$ cat config.mk
export PLATFORM = sky130hd
export DESIGN_NAME = i2c_master_bit_engine_core
export DESIGN_NICKNAME = d
export VERILOG_FILES = /design/src/design/i2cm_pkg.sv /design/src/design/i2c_master_bit_engine_core.sv /design/src/design/i2cm_fifo.sv /design/src/design/i2cm_front.sv /design/src/design/i2cm_engine.sv
export VERILOG_INCLUDE_DIRS = /design/src /design/src/design
export SDC_FILE = /design/constraint.sdc
export NUM_CORES = 1
export LEC_CHECK = 0
export BUFFER_PORTS_ARGS = -buffer_cell sky130_fd_sc_hd__buf_4
export CAP_MARGIN = 20
export CORE_ASPECT_RATIO = 1.2
export CORE_MARGIN = 2
export CORE_UTILIZATION = 45
export DETAILED_ROUTE_END_ITERATION = 8
export PLACE_DENSITY = 0.72
export SLEW_MARGIN = 0
export SYNTH_ARGS = -nofsm -noshare
export SYNTH_HDL_FRONTEND = slang
export SYNTH_SLANG_ARGS = --single-unit
$ cat constraint.sdc
create_clock -name clk_i -period 5.24 [get_ports clk_i]
set_clock_uncertainty 0.15 [all_clocks]
set_input_delay 1.31 -clock clk_i [delete_from_list [all_inputs] [get_ports clk_i]]
set_output_delay 1.31 -clock clk_i [all_outputs]
set_load 0.05 [all_outputs]
$ cat src/design/assert_macros.svh
// ----------------------------------------------------------------------------
// assertion macros
// shared concurrent assertion wrappers, empty when synthesizing
// ----------------------------------------------------------------------------
`ifndef ASSERT_MACROS_SVH
`define ASSERT_MACROS_SVH

`ifndef SYNTHESIS
// checked only while out of reset
`define I2CM_ASSERT(name, clk, rst_n, prop) \
  name: assert property (@(posedge clk) disable iff (!rst_n) prop) \
    else $error("i2cm assertion failed");
// checked on every edge, reset included
`define I2CM_ASSERT_ALWAYS(name, clk, prop) \
  name: assert property (@(posedge clk) prop) \
    else $error("i2cm assertion failed");
`else
`define I2CM_ASSERT(name, clk, rst_n, prop)
`define I2CM_ASSERT_ALWAYS(name, clk, prop)
`endif

`endif

$ cat src/design/i2cm_pkg.sv
// ----------------------------------------------------------------------------
// i2cm_pkg
// types and constants shared by the i2c master bit engine modules
// ----------------------------------------------------------------------------
`default_nettype none

package i2cm_pkg;

  localparam logic [9:0]  TicksPerUsReset = 10'd100;
  localparam logic [15:0] AckTimeoutReset = 16'd500;
  localparam logic [7:0]  MsbMask         = 8'h80;

  localparam int unsigned InFifoDepth  = 2;
  localparam int unsigned OutFifoDepth = 2;

  localparam int unsigned CfgIdxW  = 2;
  localparam int unsigned CfgDataW = 16;
  localparam int unsigned DelayW   = 12;

  typedef enum logic [CfgIdxW-1:0] {
    CFG_TICKS_PER_US = 2'd0,
    CFG_ACK_TIMEOUT  = 2'd1
  } cfg_idx_e;

  typedef enum logic [2:0] {
    OP_NONE    = 3'd0,
    OP_START   = 3'd1,
    OP_STOP    = 3'd2,
    OP_WRITE   = 3'd3,
    OP_READ    = 3'd4,
    OP_ACK     = 3'd5,
    OP_NACK    = 3'd6,
    OP_WAITACK = 3'd7
  } op_e;

  typedef enum logic [3:0] {
    PH_IDLE = 4'd0,
    PH_ST1  = 4'd1,
    PH_ST2  = 4'd2,
    PH_SP1  = 4'd3,
    PH_SP2  = 4'd4,
    PH_WA1  = 4'd5,
    PH_WA2  = 4'd6,
    PH_POLL = 4'd7,
    PH_AK1  = 4'd8,
    PH_AK2  = 4'd9,
    PH_WR0  = 4'd10,
    PH_WB1  = 4'd11,
    PH_WB2  = 4'd12,
    PH_WB3  = 4'd13,
    PH_RC1  = 4'd14,
    PH_RC2  = 4'd15
  } phase_e;

  typedef struct packed {
    op_e        op;
    logic       is_cmd;
    logic [7:0] tx_byte;
    logic       sda_in;
  } item_t;

  typedef struct packed {
    logic       scl_out;
    logic       sda_out;
    logic       busy_res;
    logic       done_res;
    logic [7:0] rx_byte;
    logic       ack_missing;
  } result_t;

endpackage

`default_nettype wire

$ cat src/design/i2c_master_bit_engine_core.sv
// ----------------------------------------------------------------------------
// i2c_master_bit_engine_core
// i2c master bit engine: one tick request drives the scl/sda sequencer by one
// clock tick and returns one result with the bus levels and status
// ----------------------------------------------------------------------------
// channel   direction  handshake              payload
// tick      in         push / full            op_i, tx_byte_i, sda_in_i
// result    out        pop / empty            scl_out_o, sda_out_o, busy_res_o,
//                                             done_res_o, rx_byte_o, ack_missing_o
// config    in         cfg_valid_i / cfg_ready_o  cfg_index_i, cfg_data_i
//
// one tick request per clock sustained; the sequencer takes one queued tick
// per cycle and its result can be popped once it is registered in the result queue
// the tick queue and the result queue let either side stall on its own;
// the sequencer halts while the tick queue is empty or the result queue is full
// after reset the bus is released and the engine is idle, no warm-up cycles
// ----------------------------------------------------------------------------
`default_nettype none

module i2c_master_bit_engine_core #(
  parameter int unsigned InDepth  = i2cm_pkg::InFifoDepth,
  parameter int unsigned OutDepth = i2cm_pkg::OutFifoDepth
) (
  input  logic                          clk_i,
  input  logic                          rst_ni,
  input  logic                          push,
  output logic                          full,
  input  logic [2:0]                    op_i,
  input  logic [7:0]                    tx_byte_i,
  input  logic                          sda_in_i,
  output logic                          empty,
  input  logic                          pop,
  output logic                          scl_out_o,
  output logic                          sda_out_o,
  output logic                          busy_res_o,
  output logic                          done_res_o,
  output logic [7:0]                    rx_byte_o,
  output logic                          ack_missing_o,
  input  logic                          cfg_valid_i,
  output logic                          cfg_ready_o,
  input  logic [i2cm_pkg::CfgIdxW-1:0]  cfg_index_i,
  input  logic [i2cm_pkg::CfgDataW-1:0] cfg_data_i
);

  import i2cm_pkg::*;

  item_t   item;
  logic    in_empty;
  logic    out_full;
  logic    step;
  result_t step_res;
  result_t head_res;

  assign cfg_ready_o = 1'b1;
  assign step        = !in_empty && !out_full;

  i2cm_front #(
    .Depth(InDepth)
  ) u_front (
    .clk_i    (clk_i),
    .rst_ni   (rst_ni),
    .push     (push),
    .full     (full),
    .op_i     (op_i),
    .tx_byte_i(tx_byte_i),
    .sda_in_i (sda_in_i),
    .pop_i    (step),
    .item_o   (item),
    .empty_o  (in_empty)
  );

  i2cm_engine u_engine (
    .clk_i      (clk_i),
    .rst_ni     (rst_ni),
    .step_i     (step),
    .item_i     (item),
    .cfg_we_i   (cfg_valid_i && cfg_ready_o),
    .cfg_index_i(cfg_index_i),
    .cfg_data_i (cfg_data_i),
    .result_o   (step_res)
  );

  i2cm_fifo #(
    .Width($bits(result_t)),
    .Depth(OutDepth)
  ) u_out_fifo (
    .clk_i  (clk_i),
    .rst_ni (rst_ni),
    .push_i (step),
    .wdata_i(step_res),
    .full_o (out_full),
    .pop_i  (pop),
    .rdata_o(head_res),
    .empty_o(empty)
  );

  assign scl_out_o     = head_res.scl_out;
  assign sda_out_o     = head_res.sda_out;
  assign busy_res_o    = head_res.busy_res;
  assign done_res_o    = head_res.done_res;
  assign rx_byte_o     = head_res.rx_byte;
  assign ack_missing_o = head_res.ack_missing;

endmodule

`default_nettype wire

$ cat src/design/i2cm_fifo.sv
// ----------------------------------------------------------------------------
// i2cm_fifo
// small register queue with count based full and empty
// ----------------------------------------------------------------------------
`default_nettype none

module i2cm_fifo #(
  parameter int unsigned Width = 8,
  parameter int unsigned Depth = 2
) (
  input  logic             clk_i,
  input  logic             rst_ni,
  input  logic             push_i,
  input  logic [Width-1:0] wdata_i,
  output logic             full_o,
  input  logic             pop_i,
  output logic [Width-1:0] rdata_o,
  output logic             empty_o
);

  localparam int unsigned PtrW = (Depth > 1) ? $clog2(Depth) : 1;
  localparam int unsigned CntW = $clog2(Depth + 1);

  logic [Width-1:0] mem_q [Depth];
  logic [PtrW-1:0]  wptr_q, wptr_d, rptr_q, rptr_d;
  logic [CntW-1:0]  cnt_q, cnt_d;
  logic             do_push, do_pop;

  assign full_o  = (cnt_q == CntW'(Depth));
  assign empty_o = (cnt_q == '0);
  assign do_push = push_i && !full_o;
  assign do_pop  = pop_i && !empty_o;
  assign rdata_o = mem_q[rptr_q];

  always_comb begin
    wptr_d = wptr_q;
    rptr_d = rptr_q;
    cnt_d  = cnt_q;
    if (do_push) begin
      wptr_d = (wptr_q == PtrW'(Depth - 1)) ? '0 : wptr_q + 1'b1;
    end
    if (do_pop) begin
      rptr_d = (rptr_q == PtrW'(Depth - 1)) ? '0 : rptr_q + 1'b1;
    end
    if (do_push && !do_pop) begin
      cnt_d = cnt_q + 1'b1;
    end else if (do_pop && !do_push) begin
      cnt_d = cnt_q - 1'b1;
    end
  end

  always_ff @(posedge clk_i or negedge rst_ni) begin
    if (!rst_ni) begin
      wptr_q <= '0;
      rptr_q <= '0;
      cnt_q  <= '0;
    end else begin
      wptr_q <= wptr_d;
      rptr_q <= rptr_d;
      cnt_q  <= cnt_d;
    end
  end

  always_ff @(posedge clk_i) begin
    if (do_push) begin
      mem_q[wptr_q] <= wdata_i;
    end
  end

endmodule

`default_nettype wire

$ cat src/design/i2cm_front.sv
// ----------------------------------------------------------------------------
// i2cm_front
// takes tick requests, decodes the command and queues them for the sequencer
// ----------------------------------------------------------------------------
`default_nettype none

module i2cm_front #(
  parameter int unsigned Depth = i2cm_pkg::InFifoDepth
) (
  input  logic                clk_i,
  input  logic                rst_ni,
  input  logic                push,
  output logic                full,
  input  logic [2:0]          op_i,
  input  logic [7:0]          tx_byte_i,
  input  logic                sda_in_i,
  input  logic                pop_i,
  output i2cm_pkg::item_t     item_o,
  output logic                empty_o
);

  import i2cm_pkg::*;

  item_t item_in;

  always_comb begin
    item_in.op      = op_e'(op_i);
    item_in.is_cmd  = (op_e'(op_i) != OP_NONE);
    item_in.tx_byte = tx_byte_i;
    item_in.sda_in  = sda_in_i;
  end

  i2cm_fifo #(
    .Width($bits(item_t)),
    .Depth(Depth)
  ) u_in_fifo (
    .clk_i  (clk_i),
    .rst_ni (rst_ni),
    .push_i (push),
    .wdata_i(item_in),
    .full_o (full),
    .pop_i  (pop_i),
    .rdata_o(item_o),
    .empty_o(empty_o)
  );

endmodule

`default_nettype wire

$ cat src/design/i2cm_engine.sv
// ----------------------------------------------------------------------------
// i2cm_engine
// bus waveform sequencer, one tick per step, plus the configuration registers
// ----------------------------------------------------------------------------
`default_nettype none
`include "assert_macros.svh"

module i2cm_engine (
  input  logic                             clk_i,
  input  logic                             rst_ni,
  input  logic                             step_i,
  input  i2cm_pkg::item_t                  item_i,
  input  logic                             cfg_we_i,
  input  logic [i2cm_pkg::CfgIdxW-1:0]     cfg_index_i,
  input  logic [i2cm_pkg::CfgDataW-1:0]    cfg_data_i,
  output i2cm_pkg::result_t                result_o
);

  import i2cm_pkg::*;

  logic [9:0]        ticks_per_us_q;
  logic [15:0]       ack_timeout_q;

  phase_e            phase_q, phase_d;
  logic [3:0]        bit_count_q, bit_count_d;
  logic [DelayW-1:0] delay_q, delay_d;
  logic [15:0]       poll_q, poll_d;
  logic [7:0]        shift_q, shift_d;
  logic              scl_q, scl_d;
  logic              sda_q, sda_d;
  logic [7:0]        rx_hold_q, rx_hold_d;
  logic              ack_err_q, ack_err_d;
  logic              done;

  logic [9:0]        unit;
  logic [DelayW-1:0] dly1, dly2, dly4;
  logic [3:0]        bc_inc;
  logic [15:0]       poll_base;

  // delay reload values for 1, 2 and 4 units, zero unit counts as one
  assign unit   = (ticks_per_us_q == '0) ? 10'd1 : ticks_per_us_q;
  assign dly1   = {2'b00, unit} - 1'b1;
  assign dly2   = {1'b0, unit, 1'b0} - 1'b1;
  assign dly4   = {unit, 2'b00} - 1'b1;
  assign bc_inc = bit_count_q + 1'b1;
  assign poll_base = (phase_q == PH_WA2) ? '0 : poll_q;

  always_comb begin
    phase_d     = phase_q;
    bit_count_d = bit_count_q;
    delay_d     = delay_q;
    poll_d      = poll_q;
    shift_d     = shift_q;
    scl_d       = scl_q;
    sda_d       = sda_q;
    rx_hold_d   = rx_hold_q;
    ack_err_d   = ack_err_q;
    done        = 1'b0;

    if (phase_q == PH_IDLE) begin
      if (item_i.is_cmd) begin
        case (item_i.op)
          OP_START: begin
            scl_d = 1'b1; sda_d = 1'b1; phase_d = PH_ST1; delay_d = dly4;
          end
          OP_STOP: begin
            scl_d = 1'b0; sda_d = 1'b0; phase_d = PH_SP1; delay_d = dly4;
          end
          OP_WRITE: begin
            shift_d = item_i.tx_byte; scl_d = 1'b0; phase_d = PH_WR0; delay_d = dly2;
          end
          OP_READ: begin
            sda_d = 1'b1; shift_d = '0; bit_count_d = '0; scl_d = 1'b0;
            phase_d = PH_RC1; delay_d = dly2;
          end
          OP_ACK: begin
            scl_d = 1'b0; sda_d = 1'b0; phase_d = PH_AK1; delay_d = dly2;
          end
          OP_NACK: begin
            scl_d = 1'b0; sda_d = 1'b1; phase_d = PH_AK1; delay_d = dly2;
          end
          default: begin
            ack_err_d = 1'b0; sda_d = 1'b1; phase_d = PH_WA1; delay_d = dly1;
          end
        endcase
      end
    end else if (delay_q != '0) begin
      delay_d = delay_q - 1'b1;
    end else begin
      case (phase_q)
        PH_ST1: begin
          sda_d = 1'b0; phase_d = PH_ST2; delay_d = dly4;
        end
        PH_ST2: begin
          scl_d = 1'b0; phase_d = PH_IDLE; done = 1'b1;
        end
        PH_SP1: begin
          scl_d = 1'b1; sda_d = 1'b1; phase_d = PH_SP2; delay_d = dly4;
        end
        PH_WA1: begin
          scl_d = 1'b1; phase_d = PH_WA2; delay_d = dly1;
        end
        PH_WA2, PH_POLL: begin
          phase_d = PH_POLL;
          poll_d  = poll_base;
          if (!item_i.sda_in) begin
            scl_d = 1'b0; phase_d = PH_IDLE; done = 1'b1;
          end else if (poll_base >= ack_timeout_q) begin
            // no ack in time: flag it and send a stop
            ack_err_d = 1'b1; scl_d = 1'b0; sda_d = 1'b0;
            phase_d = PH_SP1; delay_d = dly4;
          end else begin
            poll_d = poll_base + 1'b1;
          end
        end
        PH_AK1: begin
          scl_d = 1'b1; phase_d = PH_AK2; delay_d = dly2;
        end
        PH_AK2: begin
          scl_d = 1'b0; phase_d = PH_IDLE; done = 1'b1;
        end
        PH_WR0, PH_WB3: begin
          bit_count_d = (phase_q == PH_WR0) ? 4'd0 : bc_inc;
          if (phase_q == PH_WB3 && bc_inc[3]) begin
            phase_d = PH_IDLE; done = 1'b1;
          end else begin
            sda_d   = shift_q[7];
            shift_d = {shift_q[6:0], 1'b0};
            phase_d = PH_WB1; delay_d = dly2;
          end
        end
        PH_WB1: begin
          scl_d = 1'b1; phase_d = PH_WB2; delay_d = dly2;
        end
        PH_WB2: begin
          scl_d = 1'b0; phase_d = PH_WB3; delay_d = dly1;
        end
        PH_RC1: begin
          scl_d = 1'b1; shift_d = {shift_q[6:0], item_i.sda_in};
          phase_d = PH_RC2; delay_d = dly1;
        end
        PH_RC2: begin
          bit_count_d = bc_inc;
          if (bc_inc[3]) begin
            rx_hold_d = shift_q; phase_d = PH_IDLE; done = 1'b1;
          end else begin
            scl_d = 1'b0; phase_d = PH_RC1; delay_d = dly2;
          end
        end
        default: begin
          phase_d = PH_IDLE; done = 1'b1;
        end
      endcase
    end
  end

  always_comb begin
    result_o.scl_out     = scl_d;
    result_o.sda_out     = sda_d;
    result_o.busy_res    = (phase_d != PH_IDLE);
    result_o.done_res    = done;
    result_o.rx_byte     = rx_hold_d;
    result_o.ack_missing = ack_err_d;
  end

  always_ff @(posedge clk_i or negedge rst_ni) begin
    if (!rst_ni) begin
      ticks_per_us_q <= TicksPerUsReset;
      ack_timeout_q  <= AckTimeoutReset;
    end else if (cfg_we_i) begin
      case (cfg_index_i)
        CFG_TICKS_PER_US: ticks_per_us_q <= cfg_data_i[9:0];
        CFG_ACK_TIMEOUT:  ack_timeout_q  <= cfg_data_i[15:0];
        default: ;
      endcase
    end
  end

  always_ff @(posedge clk_i or negedge rst_ni) begin
    if (!rst_ni) begin
      phase_q     <= PH_IDLE;
      bit_count_q <= '0;
      delay_q     <= '0;
      poll_q      <= '0;
      shift_q     <= '0;
      scl_q       <= 1'b1;
      sda_q       <= 1'b1;
      rx_hold_q   <= '0;
      ack_err_q   <= 1'b0;
    end else if (step_i) begin
      phase_q     <= phase_d;
      bit_count_q <= bit_count_d;
      delay_q     <= delay_d;
      poll_q      <= poll_d;
      shift_q     <= shift_d;
      scl_q       <= scl_d;
      sda_q       <= sda_d;
      rx_hold_q   <= rx_hold_d;
      ack_err_q   <= ack_err_d;
    end
  end

  `I2CM_ASSERT(a_done_not_busy, clk_i, rst_ni, (step_i && done) |-> !result_o.busy_res)
  `I2CM_ASSERT(a_idle_no_delay, clk_i, rst_ni, (phase_q == PH_IDLE) |-> (delay_q == '0))
  `I2CM_ASSERT(a_bit_count_range, clk_i, rst_ni, bit_count_q <= 4'd8)
  `I2CM_ASSERT(a_ack_err_from_poll, clk_i, rst_ni,
    $rose(ack_err_q) |-> (phase_q == PH_SP1) &&
    ($past(phase_q) == PH_POLL || $past(phase_q) == PH_WA2))

endmodule

`default_nettype wire

## Word-level counts from Yosys, hierarchy flattened

Memory sizes are Yosys's and may differ from the RTL's.
Index checks and enable logic that the tools add are counted.

| word-level totals | value |
|---|---|
| logic and storage cells | 198 |
| memories kept | 2 |
| output and inout port bits | 16 |
| RAM bits | 52 |
| register bits | 89 |

Memories:

| name | depth | bits a word | rd ports | clocked after Yosys merged registers in | wr ports | RTL line | RTL |
|---|---|---|---|---|---|---|---|
| u_front.u_in_fifo.mem_q | 2 | 13 | 1 | 0 | 1 | i2cm_fifo.sv:24 | `logic [Width-1:0] mem_q [Depth];` |
| u_out_fifo.mem_q | 2 | 13 | 1 | 0 | 1 | i2cm_fifo.sv:24 |  |

| operators by class | value |
|---|---|
| $add $sub $neg | 14 |
| $lt $le $gt $ge | 1 |
| eq/ne operators | 32 |
| muxes and demuxes | 79 |
| bitwise gates (word level) | 2 |
| reductions and logical operators | 51 |

Operators by type and width:

| operator | count |
|---|---|
| $mux 12 | 7 |
| $pmux 12 s6 | 1 |
| $mux 8 | 8 |
| $mux 16 | 3 |
| $mux 4 | 11 |
| $pmux 4 s10 | 1 |
| $eq 4x4->1 const B | 8 |
| $mux 1 | 32 |
| $pmux 8 s2 | 2 |
| $pmux 12 s2 | 1 |
| $sub 12x1->12 const B | 2 |
| $pmux 4 s5 | 1 |
| $add 16x1->16 const B | 1 |
| $ge 16x16->1 | 1 |
| $reduce_or 2->1 | 7 |
| $eq 4x3->1 const B | 3 |
| $pmux 1 s4 | 3 |
| $reduce_bool 12->1 | 1 |
| $sub 11x1->12 const B | 1 |
| $sub 10x1->11 const B | 1 |
| $logic_and 1x1->1 | 10 |
| $logic_not 10->1 | 1 |
| $mux 10 | 1 |
| $reduce_or 5->1 | 2 |
| 39 further kinds | 70 |

## Logic depth before layout (Yosys ltp)

| logic depth | value |
|---|---|
| depth after elaboration | 9 |
| depth in mapped cells | 14 |
| mapped depth without buffers | 12 |

## By module

A second synthesis with hierarchy kept.

| unflattened totals | value |
|---|---|
| cell total of the unflattened synthesis | 805 |
| area total of the unflattened synthesis | 8,279.2 µm² |

By module, submodules not included:

| module | instances | cells an instance | area an instance (µm²) |
|---|---|---|---|
| i2cm_engine | 1 | 683 | 5,920.7 |
| i2cm_fifo | 2 | 59 | 1,168.6 |
| i2c_master_bit_engine_core | 1 | 3 | 15.0 |
| i2cm_front | 1 | 1 | 6.3 |

## Worst setup path after synthesis

OpenSTA, ideal clock, no wires.

| path | value |
|---|---|
| path kind | register to register |
| start | register u_engine.phase_q[0] |
| end | register u_engine.poll_q[15] |
| cell stages (with the launch flop) | 14 |
| library setup time | 0.123 ns |
| setup slack | 1.569 ns |
| path buffers | 3 |
| arrival | 3.398 ns |
| required time | 4.967 ns |
| period minus slack after synthesis | 3.671 ns |
| path through | dfrtp_1 > buf_2 > nand4bb_1 > clkbuf_1 > and2_1 > ha_1 > a211oi_1 > nor2_1 > or4_1 > or4_1 > clkbuf_1 > nor3b_2 > nand3_1 > xor2_1 |

| on the way | value |
|---|---|
| word-level cells in the longest chain between the ends | 5 |
| elaborated cells between the ends (all ways) | 11 |
| classes of those cells | add/sub: 1; order compare: 1; eq/ne: 2; mux: 3; bitwise: 1; reduce/logical: 3 |

Ends and longest elaborated chain:

| element | RTL line | RTL |
|---|---|---|
| start: declaration | i2cm_engine.sv:24 | `phase_e phase_q, phase_d;` |
| start signal: assignment | i2cm_engine.sv:191 | `phase_q <= phase_d;` |
| $eq 4x3->1 | i2cm_engine.sv:46, i2cm_engine.sv:90 |  |
| $mux 16 | i2cm_engine.sv:46 | `assign poll_base = (phase_q == PH_WA2) ? '0 : poll_q;` |
| $add 16x1->16 or $ge 16x16->1 (tied branches) | i2cm_engine.sv:113, i2cm_engine.sv:108 |  |
| $mux 16 | i2cm_engine.sv:108 | `end else if (poll_base >= ack_timeout_q) begin` |
| $mux 16 | i2cm_engine.sv:106 | `if (!item_i.sda_in) begin` |
| end signal: assignment | i2cm_engine.sv:194 | `poll_q <= poll_d;` |
| end: declaration | i2cm_engine.sv:27 | `logic [15:0] poll_q, poll_d;` |

Parallel ways exist; a longest one is shown, timed or not.
A chain may end at the register's enable or synchronous reset.

## Worst setup path after layout

| path | value |
|---|---|
| start | register u_engine.phase_q[3] |
| end | register u_engine.delay_q[3] |

| on the way | value |
|---|---|
| word-level cells in the longest chain between the ends | 5 |
| elaborated cells between the ends (all ways) | 31 |
| classes of those cells | order compare: 1; eq/ne: 17; mux: 4; reduce/logical: 9 |

Ends and longest elaborated chain:

| element | RTL line | RTL |
|---|---|---|
| $eq 4x3->1 (tied with other cells) | i2cm_engine.sv:46, i2cm_engine.sv:90 |  |
| $mux 16 (tied with other cells) | i2cm_engine.sv:46 |  |
| $ge 16x16->1 or $pmux 12 s6 (tied branches) | i2cm_engine.sv:108, i2cm_engine.sv:90 |  |
| $ne 4x1->1 (no line) or $mux 12 (tied branches) | n/a |  |
| $reduce_and 7->1 (no line) or $mux 12 (tied branches) | n/a |  |
| end signal: assignment | i2cm_engine.sv:193 | `delay_q <= delay_d;` |
| end: declaration | i2cm_engine.sv:26 | `logic [DelayW-1:0] delay_q, delay_d;` |

Parallel ways exist; a longest one is shown, timed or not.

==> impl_metrics.toml <==
[cts]
numClockSinks = 141
cts_root_buf = "clkbuf_16"
cts_setup_buffers = 0
cts-htree-levels = 4
cts_tree = "yes"
hold_buffers = 0
clk_latency_ns = 0.43
numCtsBuffers = 17
clockBufferDepth = 2
clk_pin_slew_ns = 0.07
cts_resized = 0

[global_routing]
grt_overflow = 0
grt_pass1_wl_mm = 30.6
first_global_vias = 6124
grt_max_degree = 69
grt_antenna_before_repair = 0
grt_usage = 0.201

[synthesis]
ys_warn_count = 0
synthAdderAreaFrac = 0.0337
synth_top_family_by_area = "simple AND/OR/NAND/NOR gates"
ys_types = 69
ys_seq_area_frac = 0.470
synth_top_area_cell = "dfrtp_1"
synth_mux_area_frac = 0.128
synth.area.top_cells = "dfrtp_1, edfxtp_1, mux2_2"
synth-simple-area-share = 0.158
synth_edf_count = 52
syn_nets = 849
yosys.area.top_type_share = 0.241
synth-xor-area-share = 0.0303
synth_compound_area_frac = 0.150
avgSynthCellArea_um2 = 10.2
syn_area_mm2 = 0.00809
yosys_register_bits = 141
synth_ff_type = "dfrtp_1"
synth_cells = 793
async_reset_ff_frac = 0.631

[setup_path]
required_ns = 5.40
start_kind = "flip-flop"
worstPathMaxFanout = 18
cp-end-kind = "flip-flop"
worstPathArrival_ns = 4.38
critical_path_class = "flip-flop to flip-flop"

[final_layout]
stdcell_area_mm2 = 0.00932
finalNonFillerCells = 1075
drive_above_1_share = 0.223
insertedDiodeCount = 0
area_growth_pct = 15.2
final_net_count = 898
fillCellCount = 1573

[drt]
wl_mm = 18.7
drcViolationCount = 0
viasPerCell = 5.86
dr.pass1.iters = 5
num_vias = 6301
final_antenna_net_count = 0
wl_per_cell_um = 17.4
drt_iter0_drc = 570

[power_and_ir_drop]
p_leak_nw = 3.82
p_per_area_mw_per_mm2 = 550
ir_worst_vdd_v = 0.000233

[sta]
setup_ws_ns = 1.02
fin_crit_ns = 4.22
hold_slack_ns = 0.341
rsz0062_at_grt = "false"
setup_viol = 0
fmax_ghz = 0.237
slew_headroom = 0.405
setup_tns_ns = 0
period_share = 0.804
hold_violations = 0
drv_slew = 0
worst_pin_slew_ns = 0.893

[floorplan]
core_mm2 = 0.0176
fp.dieW_um = 126
dieArea_mm2 = 0.0191
start_util = 0.460
die_y_um = 151
fp-row-count = 53
pin_count = 51

[place]
port_buffers = 49
placed_cell_area_mm2 = 0.00871
gp_congestion = 0.955
place_ws_ns = 1.09
hpwlAfterDp_mm = 13.3
dp_cells = 1042

[status]
status = "complete, no violations"

[worst_hold_path]
hp-class = "flip-flop to flip-flop"

[job]
maxCapViolCount = 0
## layer usage
metal,global-route usage,routed length (um),part of all wire
met5,0,0,0
met4,0.0692,410,0.022
met3,0.0396,925,0.050
met2,0.344,9170,0.49
met1,0.256,8170,0.44
## cells in the final DEF, fill, tap and decap left out, types with 8 or more instances in the layout
master,synthesis,routed
a21oi_1,39,39
a221oi_1,11,11
a31oi_1,8,8
and2_1,18,18
and3_1,10,10
buf_4,1,65
clkbuf_16,0,17
dfrtp_1,78,78
dfstp_2,11,11
edfxtp_1,52,52
ha_1,21,21
inv_1,27,27
mux2_2,70,70
mux2i_1,25,25
nand2_1,90,90
nand2b_1,10,10
nand3_1,15,15
nor2_1,51,51
nor3_1,11,11
o211ai_1,9,9
o21ai_0,57,57
xnor2_1,12,12
xor2_1,16,16
## critical path: stages (launching register included)
cell	delay, ns
dfrtp_1	0.38
nand4bb_1	0.56
and2_1	0.40
ha_1	0.29
a21oi_1	0.06
maj3_1	0.33
a211oi_1	0.48
nor4_1	0.13
or2_0	0.40
nor2_1	0.53
mux2_2	0.40
## cell families (layout without fill, tap and decap cells)
logic type	count (synthesis)	after routing
AO/OA/AOI/OAI	189	189
XOR/XNOR	28	28
adder cells (fa/ha/maj)	22	22
buffers and inverters	62	124
flip-flops	141	141
multiplexers	95	95
other	1	1
AND/OR/NAND/NOR	255	255
## flip-flops by register name (all words and copies together) (netlist names), 4 cells and up
name	cells
u_engine.ticks_per_us_q	10
u_out_fifo.mem_q	26
u_engine.delay_q	12
u_engine.rx_hold_q	8
u_engine.bit_count_q	4
u_engine.shift_q	8
u_front.u_in_fifo.mem_q	26
u_engine.ack_timeout_q	16
u_engine.phase_q	4
u_engine.poll_q	16
## Yosys cell counts (5+ instances only)
master	number
a211oi_1	7
a21o_1	5
a21oi_1	39
a221oi_1	11
a22o_1	5
a22oi_1	5
a31oi_1	8
and2_1	18
and3_1	10
clkbuf_1	30
dfrtp_1	78
dfstp_2	11
edfxtp_1	52
ha_1	21
inv_1	27
mux2_2	70
mux2i_1	25
nand2_1	90
nand2b_1	10
nand3_1	15
nand4_1	7
nor2_1	51
nor2b_1	7
nor3_1	11
nor4_1	5
o211ai_1	9
o21ai_0	57
o22ai_1	7
or2_2	5
or3_1	5
xnor2_1	12
xor2_1	16
## report_power, final
group / total (mW) / internal (mW) / leakage [nW] / switching [mW]
logic: 2.18 / 0.790 / 1.94 / 1.39
registers: 1.73 / 1.51 / 1.58 / 0.219
clock network: 1.21 / 0.679 / 0.292 / 0.530
total: 5.12 / 2.98 / 3.82 / 2.14
## worst paths after layout
path                                          from                          to  slack (ns)  cells past startpoint
hold / removal             u_engine.bit_count_q[2]     u_engine.bit_count_q[2]        0.34                      1
setup / recovery               u_engine.phase_q[3]         u_engine.delay_q[3]        1.02                     10
min in group asynchronous                   rst_ni  u_engine.ack_timeout_q[13]        0.84                      1
max in group asynchronous                   rst_ni              u_engine.sda_q        3.20                      2
hold reg to reg            u_engine.bit_count_q[2]     u_engine.bit_count_q[2]        0.34                      1
setup reg to reg               u_engine.phase_q[3]         u_engine.delay_q[3]        1.02                     10
## per-stage QoR
step | power [mW] | utilization
after floorplan | 3.29 | -
final | 5.12 | 0.530
after global routing | 5.42 | 0.530
after CTS | 5.13 | 0.530
after detailed placement | 3.91 | 0.496
after global placement | 3.86 | 0.495
## layout make-up
class,instances,area (um2),share of cell area
Multi-Input combinational cell,590,4060,0.435
Sequential cell,141,3800,0.408
Timing Repair Buffer,65,488,0.0524
Clock buffer,17,425,0.0456
Tap cell,220,275,0.0295
Clock inverter,15,173,0.0185
Inverter,27,101,0.0109
Power figures use the tool's default switching activity.
